==> src/design/rcf_pkg.sv <==
// Shared types and constants for the color ramp crossfade block.
// No dependencies; imported by every module of the block.
package rcf_pkg;

    typedef logic [7:0] chan_t;
    typedef chan_t [0:2] rgb_t;

    typedef struct packed {
        logic  valid;
        chan_t entry;
    } rcf_tag_t;

    localparam int RGB_LANES = 3;
    localparam int MAX_SLOTS = 8;
    localparam int NUM_STOPS = 4;

    localparam chan_t      SEG_LEN  = 8'd85;
    localparam chan_t      SEG_TWO  = 8'd170;
    localparam chan_t      POS_MAX  = 8'd255;
    localparam logic [6:0] LAST_OFF = 7'd85;

    localparam logic [1:0] CFG_RAMP_FIRST   = 2'd0;
    localparam logic [1:0] CFG_RAMP_SECOND  = 2'd1;
    localparam logic [1:0] CFG_BLEND_WEIGHT = 2'd2;

    localparam rgb_t RAMP_TABLE [MAX_SLOTS][NUM_STOPS] = '{
        '{'{8'd0,   8'd0,   8'd0  }, '{8'd6,   8'd14,  8'd28 },
          '{8'd40,  8'd84,  8'd126}, '{8'd188, 8'd214, 8'd238}},
        '{'{8'd4,   8'd2,   8'd6  }, '{8'd62,  8'd14,  8'd10 },
          '{8'd178, 8'd72,  8'd16 }, '{8'd248, 8'd196, 8'd96 }},
        '{'{8'd12,  8'd4,   8'd18 }, '{8'd124, 8'd24,  8'd92 },
          '{8'd242, 8'd110, 8'd52 }, '{8'd255, 8'd255, 8'd240}},
        '{'{8'd0,   8'd0,   8'd0  }, '{8'd18,  8'd18,  8'd22 },
          '{8'd58,  8'd56,  8'd60 }, '{8'd126, 8'd124, 8'd130}},
        '{'{8'd0, 8'd0, 8'd0}, '{8'd0, 8'd0, 8'd0}, '{8'd0, 8'd0, 8'd0}, '{8'd0, 8'd0, 8'd0}},
        '{'{8'd0, 8'd0, 8'd0}, '{8'd0, 8'd0, 8'd0}, '{8'd0, 8'd0, 8'd0}, '{8'd0, 8'd0, 8'd0}},
        '{'{8'd0, 8'd0, 8'd0}, '{8'd0, 8'd0, 8'd0}, '{8'd0, 8'd0, 8'd0}, '{8'd0, 8'd0, 8'd0}},
        '{'{8'd0, 8'd0, 8'd0}, '{8'd0, 8'd0, 8'd0}, '{8'd0, 8'd0, 8'd0}, '{8'd0, 8'd0, 8'd0}}
    };

endpackage

==> src/design/rcf_lookup.sv <==
// Segment decode and ramp stop lookup stage of the color ramp crossfade block.
// Depends on rcf_pkg for the stop table and tag type.
module rcf_lookup
    import rcf_pkg::*;
#(
    parameter int NUM_RAMPS = 5
)
(
    input  logic                        clk,
    input  logic                        rst_n,
    input  rcf_tag_t                    tag_in,
    input  logic [2:0]                  sel_first,
    input  logic [2:0]                  sel_second,
    output rcf_tag_t                    tag_out,
    output chan_t                       pos,
    output logic [2*RGB_LANES-1:0][7:0] lo,
    output logic [2*RGB_LANES-1:0][7:0] hi
);

    logic [1:0]                  seg;
    logic [6:0]                  off;
    chan_t                       pos_next;
    logic [2:0]                  ramp_a;
    logic [2:0]                  ramp_b;
    logic [2*RGB_LANES-1:0][7:0] lo_next;
    logic [2*RGB_LANES-1:0][7:0] hi_next;

    logic                        valid_reg;
    chan_t                       entry_reg;
    chan_t                       pos_reg;
    logic [2*RGB_LANES-1:0][7:0] lo_reg;
    logic [2*RGB_LANES-1:0][7:0] hi_reg;

    always_comb
    begin
        priority if (tag_in.entry < SEG_LEN)
        begin
            seg = 2'd0;
            off = tag_in.entry[6:0];
        end
        else if (tag_in.entry < SEG_TWO)
        begin
            seg = 2'd1;
            off = 7'(tag_in.entry - SEG_LEN);
        end
        else
        begin
            seg = 2'd2;
            off = 7'(tag_in.entry - SEG_TWO);
        end
        // clamp the last-segment endpoint; elsewhere 256/85 scaling is 3*off
        if (off == LAST_OFF)
        begin
            pos_next = POS_MAX;
        end
        else
        begin
            pos_next = {1'b0, off} + {off, 1'b0};
        end
        ramp_a = ({1'b0, sel_first} >= 4'(NUM_RAMPS)) ? 3'd0 : sel_first;
        ramp_b = ({1'b0, sel_second} >= 4'(NUM_RAMPS)) ? 3'd0 : sel_second;
        for (int c = 0; c < RGB_LANES; c++)
        begin
            lo_next[c]             = RAMP_TABLE[ramp_a][seg][c];
            hi_next[c]             = RAMP_TABLE[ramp_a][seg + 2'd1][c];
            lo_next[c + RGB_LANES] = RAMP_TABLE[ramp_b][seg][c];
            hi_next[c + RGB_LANES] = RAMP_TABLE[ramp_b][seg + 2'd1][c];
        end
    end

    always_ff @(posedge clk or negedge rst_n)
    begin
        if (!rst_n)
        begin
            valid_reg <= 1'b0;
        end
        else
        begin
            valid_reg <= tag_in.valid;
        end
    end

    always_ff @(posedge clk)
    begin
        entry_reg <= tag_in.entry;
        pos_reg   <= pos_next;
        lo_reg    <= lo_next;
        hi_reg    <= hi_next;
    end

    assign tag_out.valid = valid_reg;
    assign tag_out.entry = entry_reg;
    assign pos           = pos_reg;
    assign lo            = lo_reg;
    assign hi            = hi_reg;

endmodule

==> src/design/rcf_lerp.sv <==
// Two-stage linear interpolation lanes: multiply stage, then add stage.
// Depends on rcf_pkg for the tag and channel types.
module rcf_lerp
    import rcf_pkg::*;
#(
    parameter int LANES = 3
)
(
    input  logic                  clk,
    input  logic                  rst_n,
    input  rcf_tag_t              tag_in,
    input  logic [LANES-1:0][7:0] lo,
    input  logic [LANES-1:0][7:0] hi,
    input  chan_t                 weight,
    output rcf_tag_t              tag_out,
    output logic [LANES-1:0][7:0] mix
);

    logic signed [8:0]     diff      [LANES];
    logic signed [17:0]    prod_next [LANES];
    logic [9:0]            sum       [LANES];
    logic [LANES-1:0][7:0] mix_next;

    logic                  valid_a_reg;
    logic                  valid_b_reg;
    chan_t                 entry_a_reg;
    chan_t                 entry_b_reg;
    logic signed [17:0]    prod_reg  [LANES];
    logic [LANES-1:0][7:0] lo_reg;
    logic [LANES-1:0][7:0] mix_reg;

    always_comb
    begin
        for (int i = 0; i < LANES; i++)
        begin
            diff[i]      = $signed({1'b0, hi[i]}) - $signed({1'b0, lo[i]});
            prod_next[i] = 18'(diff[i]) * 18'($signed({1'b0, weight}));
            // floor shift of the product, then wrap to eight bits
            sum[i]       = {2'b00, lo_reg[i]} + prod_reg[i][17:8];
            mix_next[i]  = sum[i][7:0];
        end
    end

    always_ff @(posedge clk or negedge rst_n)
    begin
        if (!rst_n)
        begin
            valid_a_reg <= 1'b0;
            valid_b_reg <= 1'b0;
        end
        else
        begin
            valid_a_reg <= tag_in.valid;
            valid_b_reg <= valid_a_reg;
        end
    end

    always_ff @(posedge clk)
    begin
        entry_a_reg <= tag_in.entry;
        entry_b_reg <= entry_a_reg;
        lo_reg      <= lo;
        prod_reg    <= prod_next;
        mix_reg     <= mix_next;
    end

    assign tag_out.valid = valid_b_reg;
    assign tag_out.entry = entry_b_reg;
    assign mix           = mix_reg;

endmodule

==> src/design/color_ramp_crossfade_top.sv <==
// A start's color reaches done via the lookup, ramp and fade registers.
// Throughput: one entry per cycle; busy stays low, the pipeline never stalls.
// Stages: stop lookup (1), ramp interpolation (2), crossfade (2).
// Reset clears the pipeline valid bits and all configuration registers.
// Depends on rcf_pkg, rcf_lookup and rcf_lerp.
module color_ramp_crossfade_top
    import rcf_pkg::*;
#(
    parameter int NUM_RAMPS = 5
)
(
    input  logic       clk,
    input  logic       rst_n,
    input  logic       start,
    output logic       busy,
    input  logic [7:0] entry_index,
    output logic       done,
    output logic [7:0] entry_out,
    output logic [7:0] red,
    output logic [7:0] green,
    output logic [7:0] blue,
    input  logic       cfg_valid,
    output logic       cfg_ready,
    input  logic [1:0] cfg_index,
    input  logic [7:0] cfg_data
);

    logic [2:0] ramp_first_reg;
    logic [2:0] ramp_second_reg;
    chan_t      blend_weight_reg;

    rcf_tag_t                    tag_in;
    rcf_tag_t                    tag_look;
    rcf_tag_t                    tag_ramp;
    rcf_tag_t                    tag_fade;
    chan_t                       pos;
    logic [2*RGB_LANES-1:0][7:0] lo;
    logic [2*RGB_LANES-1:0][7:0] hi;
    logic [2*RGB_LANES-1:0][7:0] ramp_rgb;
    logic [RGB_LANES-1:0][7:0]   fade_rgb;

    assign cfg_ready = 1'b1;
    assign busy      = 1'b0;

    always_ff @(posedge clk or negedge rst_n)
    begin
        if (!rst_n)
        begin
            ramp_first_reg   <= '0;
            ramp_second_reg  <= '0;
            blend_weight_reg <= '0;
        end
        else if (cfg_valid && cfg_ready)
        begin
            unique case (cfg_index)
                CFG_RAMP_FIRST:   ramp_first_reg   <= cfg_data[2:0];
                CFG_RAMP_SECOND:  ramp_second_reg  <= cfg_data[2:0];
                CFG_BLEND_WEIGHT: blend_weight_reg <= cfg_data;
                default:          ;
            endcase
        end
    end

    assign tag_in.valid = start && !busy;
    assign tag_in.entry = entry_index;

    rcf_lookup #(
        .NUM_RAMPS (NUM_RAMPS)
    ) u_lookup (
        .clk        (clk),
        .rst_n      (rst_n),
        .tag_in     (tag_in),
        .sel_first  (ramp_first_reg),
        .sel_second (ramp_second_reg),
        .tag_out    (tag_look),
        .pos        (pos),
        .lo         (lo),
        .hi         (hi)
    );

    rcf_lerp #(
        .LANES (2*RGB_LANES)
    ) u_ramp (
        .clk     (clk),
        .rst_n   (rst_n),
        .tag_in  (tag_look),
        .lo      (lo),
        .hi      (hi),
        .weight  (pos),
        .tag_out (tag_ramp),
        .mix     (ramp_rgb)
    );

    rcf_lerp #(
        .LANES (RGB_LANES)
    ) u_fade (
        .clk     (clk),
        .rst_n   (rst_n),
        .tag_in  (tag_ramp),
        .lo      (ramp_rgb[RGB_LANES-1:0]),
        .hi      (ramp_rgb[2*RGB_LANES-1:RGB_LANES]),
        .weight  (blend_weight_reg),
        .tag_out (tag_fade),
        .mix     (fade_rgb)
    );

    assign done      = tag_fade.valid;
    assign entry_out = tag_fade.entry;
    assign red       = fade_rgb[0];
    assign green     = fade_rgb[1];
    assign blue      = fade_rgb[2];

endmodule

==> config.mk <==
export PLATFORM = sky130hd
export DESIGN_NAME = color_ramp_crossfade_top
export DESIGN_NICKNAME = d
export VERILOG_FILES = /design/src/design/rcf_pkg.sv /design/src/design/rcf_lookup.sv /design/src/design/rcf_lerp.sv /design/src/design/color_ramp_crossfade_top.sv
export SDC_FILE = /design/constraint.sdc
export NUM_CORES = 2
export LEC_CHECK = 0
export BUFFER_PORTS_ARGS = -buffer_cell sky130_fd_sc_hd__buf_2
export CORE_AREA = 2 2 316 287
export CTS_CLUSTER_DIAMETER = 120
export DETAILED_ROUTE_END_ITERATION = 10
export DIE_AREA = 0 0 318 289
export PLACE_DENSITY = 0.54
export REMOVE_ABC_BUFFERS = 1
export SLEW_MARGIN = 25
export SYNTH_ARGS = -nofsm -noshare
export SYNTH_HDL_FRONTEND = slang
export SYNTH_SLANG_ARGS = --single-unit
==> constraint.sdc <==
create_clock -name clk -period 6.6 [get_ports clk]
set_clock_uncertainty 0.2 [all_clocks]
set_input_delay 0.99 -clock clk [delete_from_list [all_inputs] [get_ports clk]]
set_output_delay 0.99 -clock clk [all_outputs]
set_load 0.01 [all_outputs]
After elaboration in Yosys (flattened, before gate mapping)
Memories as Yosys holds them, arrays and structs flattened.
Index checks and enable logic that the tools add are counted.
{ "word_totals": {"ff_bits": 451, "mem_bits_ro": 1536, "inputBits": 22, "word_cells": 127, "mem_count": 2} }
{ "op_classes": {"add_sub_neg": 22, "multipliers": 9, "order_cmp": 8, "eq_ne": 3, "mux": 22, "bitwise_logic": 4, "n_reduce_logical": 4} }
{ "memory_table": {"columns": ["name", "words", "word_bits", "rd", "rd_ports_with_merged_regs", "wr", "line_no", "text"], "rows": [
  ["(name not given)", 8, 96, 1, 0, 0, "rcf_lookup.sv:64", "lo_next[c] = RAMP_TABLE[ramp_a][seg][c];"],
  ["(name not given)", 8, 96, 1, 0, 0, "rcf_lookup.sv:66", "lo_next[c + RGB_LANES] = RAMP_TABLE[ramp_b][seg][c];"]
]} }
{ "ops": {"columns": ["op", "n"], "rows": [
  ["$mux W96", 4],
  ["$bmux W24 S2", 4],
  ["$mux W24", 8],
  ["$mul A9 B9 Y16", 9],
  ["$sub A8 B8 Y9", 9],
  ["$add A8 B8 Y8", 9],
  ["$mux W7", 2],
  ["$ge A3 B3 Y1 const B", 4],
  ["$add A7 B8 Y8", 1],
  ["$ge A4 B4 Y1 const B", 2],
  ["$lt A8 B7 Y1 const B", 1],
  ["$lt A8 B8 Y1 const B", 1],
  ["$not A3 Y4", 2],
  ["$eq A7 B7 Y1 const B", 1],
  ["$sub A7 B6 Y7 const B", 1],
  ["$sub A7 B7 Y7 const B", 1],
  ["$mux W3", 2],
  ["$not A2 Y3", 2],
  ["$reduce_and A2 Y1", 3],
  ["$mux W2", 2],
  ["$add A2 B1 Y2 const B", 1],
  ["$eq A2 B1 Y1 const B", 1],
  ["$eq A2 B2 Y1 const B", 1],
  ["$logic_not A2 Y1", 1]
]} }

Logic depth before layout (Yosys ltp)
{ "depth": {"depth_word": 9, "depth_mapped": 26} }

By module
Synthesis repeated with hierarchy kept, for this count alone.
{ "unflattened": {"cells_unflattened": 4130, "area_unflattened_um2": 38082.8} }
{ "modules_own_cells": {"columns": ["mod", "instances", "cells_per_inst", "area_per_inst_um2", "seq_area_each_um2"], "rows": [
  ["rcf_lerp (u_ramp)", 1, 2423, 21977.3, 3253.1],
  ["rcf_lerp (u_fade)", 1, 1230, 11345.9, 1811.7],
  ["rcf_lookup", 1, 442, 4182.8, 2107.0],
  ["color_ramp_crossfade_top", 1, 35, 576.8, 350.3]
]} }

Least setup slack after synthesis
Ideal clock, no wire load.
{ "synth_timing": {"path_type": "reg2reg", "startpoint": "register, netlist name u_lookup.lo[0]", "endpoint": "register u_ramp.prod_reg[87] (netlist bit)", "setup_ns": 0.118, "arrival_ns": 6.140, "required_ns": 6.282, "path_slack_ns": 0.142, "path_stages_with_launch": 25, "n_path_buf": 0, "period_less_slack_ns": 6.458, "path_cell_list": "dfxtp_1 ha_1 inv_1 fa_1 a21oi_1 nor2b_1 nor3_1 nor2_1 o41ai_1 nand2_1 fa_1 inv_1 fa_1 fa_1 inv_1 fa_1 inv_1 ha_1 or4_1 a31oi_1 o31ai_1 and3_1 a311oi_1 xnor2_1 xnor2_1"} }
{ "synth_lines": {"columns": ["item", "line_no", "text"], "rows": [
  ["to (signal assigned)", "rcf_lerp.sv:63", "prod_reg <= prod_next;"],
  ["to (decl)", "rcf_lerp.sv:28", "logic signed [17:0] prod_reg [LANES];"]
]} }

==> flow_metrics.env <==
export IMPL_wire_per_inst_um=15.3
export IMPL_max_clock_path_buffers=3
export IMPL_max_cap_violations=0
export IMPL_cpMaxStageDelayCell="sky130_fd_sc_hd__fa_1"
export IMPL_pin_count_of_the_biggest_net_entering_global_routing=34
export IMPL_grt_remaining_overflow=0
export IMPL_dieWidth_um=318
export IMPL_drc_errors=0
export IMPL_finalWirelength_um=77700
export IMPL_rows=104
export IMPL_cts_htree_levels=2
export IMPL_globalplace_congestion=0.809
export IMPL_ys_flop_type="sky130_fd_sc_hd__dfxtp_1"
export IMPL_detail_route_first_pass_iterations=5
export IMPL_run_status="finished clean"
export IMPL_critPathCaptureType="register"
export IMPL_finalNetCount=4773
export IMPL_die_area_mm2=0.0919
export IMPL_ios=57
export IMPL_syn_area_mm2=0.0352
export IMPL_path_max_fanout=8
export IMPL_critical_path_required_ns=6.86
export IMPL_antenna_violating_nets_post_route=0
export IMPL_area_growth_synth_to_final_pct=10.6
export IMPL_cts_tree="done"
export IMPL_drtIter0Drc=967
export IMPL_async_set_or_reset_flop_fraction_in_the_synthesized_netlist=0.0518
export IMPL_place_worst_setup_slack_ns=0.138
export IMPL_period_share=0.945
export IMPL_cts_root_buf="sky130_fd_sc_hd__clkbuf_16"
export IMPL_final_hold_violation_count=0
export IMPL_netlist_top_cells_area="sky130_fd_sc_hd__fa_1 (28%), sky130_fd_sc_hd__dfxtp_1 (20%), sky130_fd_sc_hd__ha_1 (14%)"
export IMPL_synth_edff_count=0
export IMPL_crit_arrival_ns=6.50
export IMPL_final_hold_worst_slack_ns=0.116
export IMPL_maxSlewViolCount=0
export IMPL_final_core_area_utilization=0.439
export IMPL_source_to_sink_clock_delay_at_the_later_pin_of_the_worst_skew_pair_ns=0.60
export IMPL_floorplan_initialDensity=0.397
export IMPL_yosysWarnings=0
export IMPL_critical_path_buf_inv_count=4
export IMPL_syn_instance_count=3771
export IMPL_port_buffers=54
export IMPL_slew_headroom=0.313
export IMPL_path_common_cell="sky130_fd_sc_hd__fa_1"
export IMPL_synth_sequential_area_ratio=0.212
export IMPL_synth_cell_types=72
export IMPL_clk_pin_slew_worst_paths_ns=0.06
export IMPL_slowest_delay_ns=0.56
export IMPL_diode_count=0
export IMPL_period_minus_slack_ns=6.24
export IMPL_yosysTopAreaCellShare=0.281
export IMPL_num_vias=23400
export IMPL_grt_pass1_wl_um=130000
export IMPL_layout_filler_cells=8657
export IMPL_post_route_cells_drive_above_1_share=0.0710
export IMPL_ys_ff_latch=367
export IMPL_post_synth_top_area_cell="sky130_fd_sc_hd__fa_1"
export IMPL_worst_pin_slew_ns=1.03
export IMPL_first_global_vias=24900
export IMPL_numClockSinks=367
export IMPL_avgSynthCellArea_um2=9.32
export IMPL_finalSetupViolCount=0
export IMPL_core_area_mm2=0.0886
export IMPL_dpl_cell_area_mm2=0.0371
export IMPL_post_drt_via_cell_ratio=4.62
export IMPL_grt_antenna_before_repair=5
export IMPL_critPathTopFamily="adder cells"
export IMPL_timing_hold_worst_class="register to register"
export IMPL_timing_setup_critical_path_class="register to register"
export IMPL_critical_path_startpoint_type="register"
export IMPL_fp_dieH_um=289
export IMPL_finalWorstSetupSlack_ns=0.362
export IMPL_worstPathCellList="ha_1, inv_1, fa_1, a21o_1, a21oi_1, o21bai_1, a21oi_1, xnor2_2, nand2_1, fa_1, inv_1, fa_1, fa_1, inv_1, fa_1, inv_1, ha_1, or3_1, o221a_2, o21a_1, o21ai_1, a21boi_0, xor2_1"
export IMPL_final_area_mm2=0.0389
export IMPL_fmax_mhz=160
export IMPL_cts_inserted_buffers=45
export IMPL_post_dp_hpwl_um=63100
export IMPL_grt_util_all_layers=0.178
==> synthesized netlist by cell type, types with 13 or more instances <==
master and n:
sky130_fd_sc_hd__o21a_1 26, sky130_fd_sc_hd__xnor2_1 183, sky130_fd_sc_hd__nand2b_1 49, sky130_fd_sc_hd__xor2_1 47, sky130_fd_sc_hd__nor2_1 123, sky130_fd_sc_hd__nor2b_1 83, sky130_fd_sc_hd__and2_1 213, sky130_fd_sc_hd__nor3_1 51
sky130_fd_sc_hd__a21o_1 36, sky130_fd_sc_hd__mux2_2 15, sky130_fd_sc_hd__a21boi_0 13, sky130_fd_sc_hd__o22ai_1 13, sky130_fd_sc_hd__ha_1 396, sky130_fd_sc_hd__fa_1 493, sky130_fd_sc_hd__o21bai_1 22, sky130_fd_sc_hd__nand2_1 375
sky130_fd_sc_hd__clkbuf_1 84, sky130_fd_sc_hd__dfrtp_1 19, sky130_fd_sc_hd__dfxtp_1 348, sky130_fd_sc_hd__a21oi_1 129, sky130_fd_sc_hd__inv_1 846, sky130_fd_sc_hd__o21ai_0 62
==> through the flow <==
stage	cells	TNS, ns
3_5_place_dp	4977	0
6_report	5065	0
5_1_grt	5065	-0.0144
3_3_place_gp	4977	0
4_1_cts	5061	0
2_1_floorplan	3684	0
==> cell usage in the layout (no fill, tap or decap), drive strengths merged, types with 8 or more instances in the layout <==
master	instances
a21boi	13
a21o	36
a21oi	132
and2	213
and3	10
buf	131
clkbuf	64
clkinv	8
conb	8
dfrtp	19
dfxtp	348
fa	493
ha	396
inv	848
mux2	15
nand2	375
nand2b	49
nor2	123
nor2b	83
nor3	51
o21a	26
o21ai	63
o21bai	22
o22ai	13
o41ai	10
or2	9
xnor2	183
xor2	47
==> path summary, 6_finish.rpt <==
| kind | depth (start not counted) | endpoint | from | slack (ns) |
|---|---|---|---|---|
| setup reg to reg | 23 | u_ramp.prod_reg[14] | u_lookup.lo[41] | 0.36 |
| hold reg to reg | 0 | u_ramp.entry_b_reg[6] | u_ramp.entry_a_reg[6] | 0.12 |
| hold / removal | 0 | u_ramp.entry_b_reg[6] | u_ramp.entry_a_reg[6] | 0.12 |
| setup / recovery | 23 | u_ramp.prod_reg[14] | u_lookup.lo[41] | 0.36 |
| max in group asynchronous | 1 | blend_weight_reg[3] | rst_n | 5.45 |
| min in group asynchronous | 1 | ramp_second_reg[2] | rst_n | 0.22 |
==> routing by layer <==
layer	GRT usage	share of wire	up-vias
met2	0.309	0.47	285
li1	-	-	11700
met1	0.241	0.48	11400
met3	0.0166	0.029	79
met5	0	0.00017	-
met4	0.0379	0.018	2
==> area by class of cell <==
cell class | instances | area [um2] | area share
clock buffer | 64 | 1330 | 0.0342
tap | 1166 | 1460 | 0.0375
sequential | 367 | 7450 | 0.192
inverter | 846 | 3180 | 0.0817
timing repair buffer | 131 | 848 | 0.0218
multi-input combinational | 2471 | 24300 | 0.626
clock inverter | 20 | 283 | 0.00728
==> logic make-up (layout without fill, tap and decap cells) <==
group	count (synthesis)	after routing	synth area share
AND/OR/NAND/NOR	953	953	0.134
other	2	8	0.000214
buffers and inverters	939	1061	0.101
multiplexers	17	17	0.00537
flip-flops	367	367	0.212
XOR/XNOR	230	230	0.0573
adder cells (fa/ha/maj)	889	889	0.422
AO/OA/AOI/OAI	374	374	0.0691
==> repair_timing <==
item / CTS / global route
setup buffers: 0 / 4
resized for setup: 0 / 22
endpoints found under the setup margin: 0 / 17
hold buffers: 0 / 0
Power is left out: the tool's default activity adds up to more than one toggle a clock period on the data nets, which glitch-free logic cannot reach.
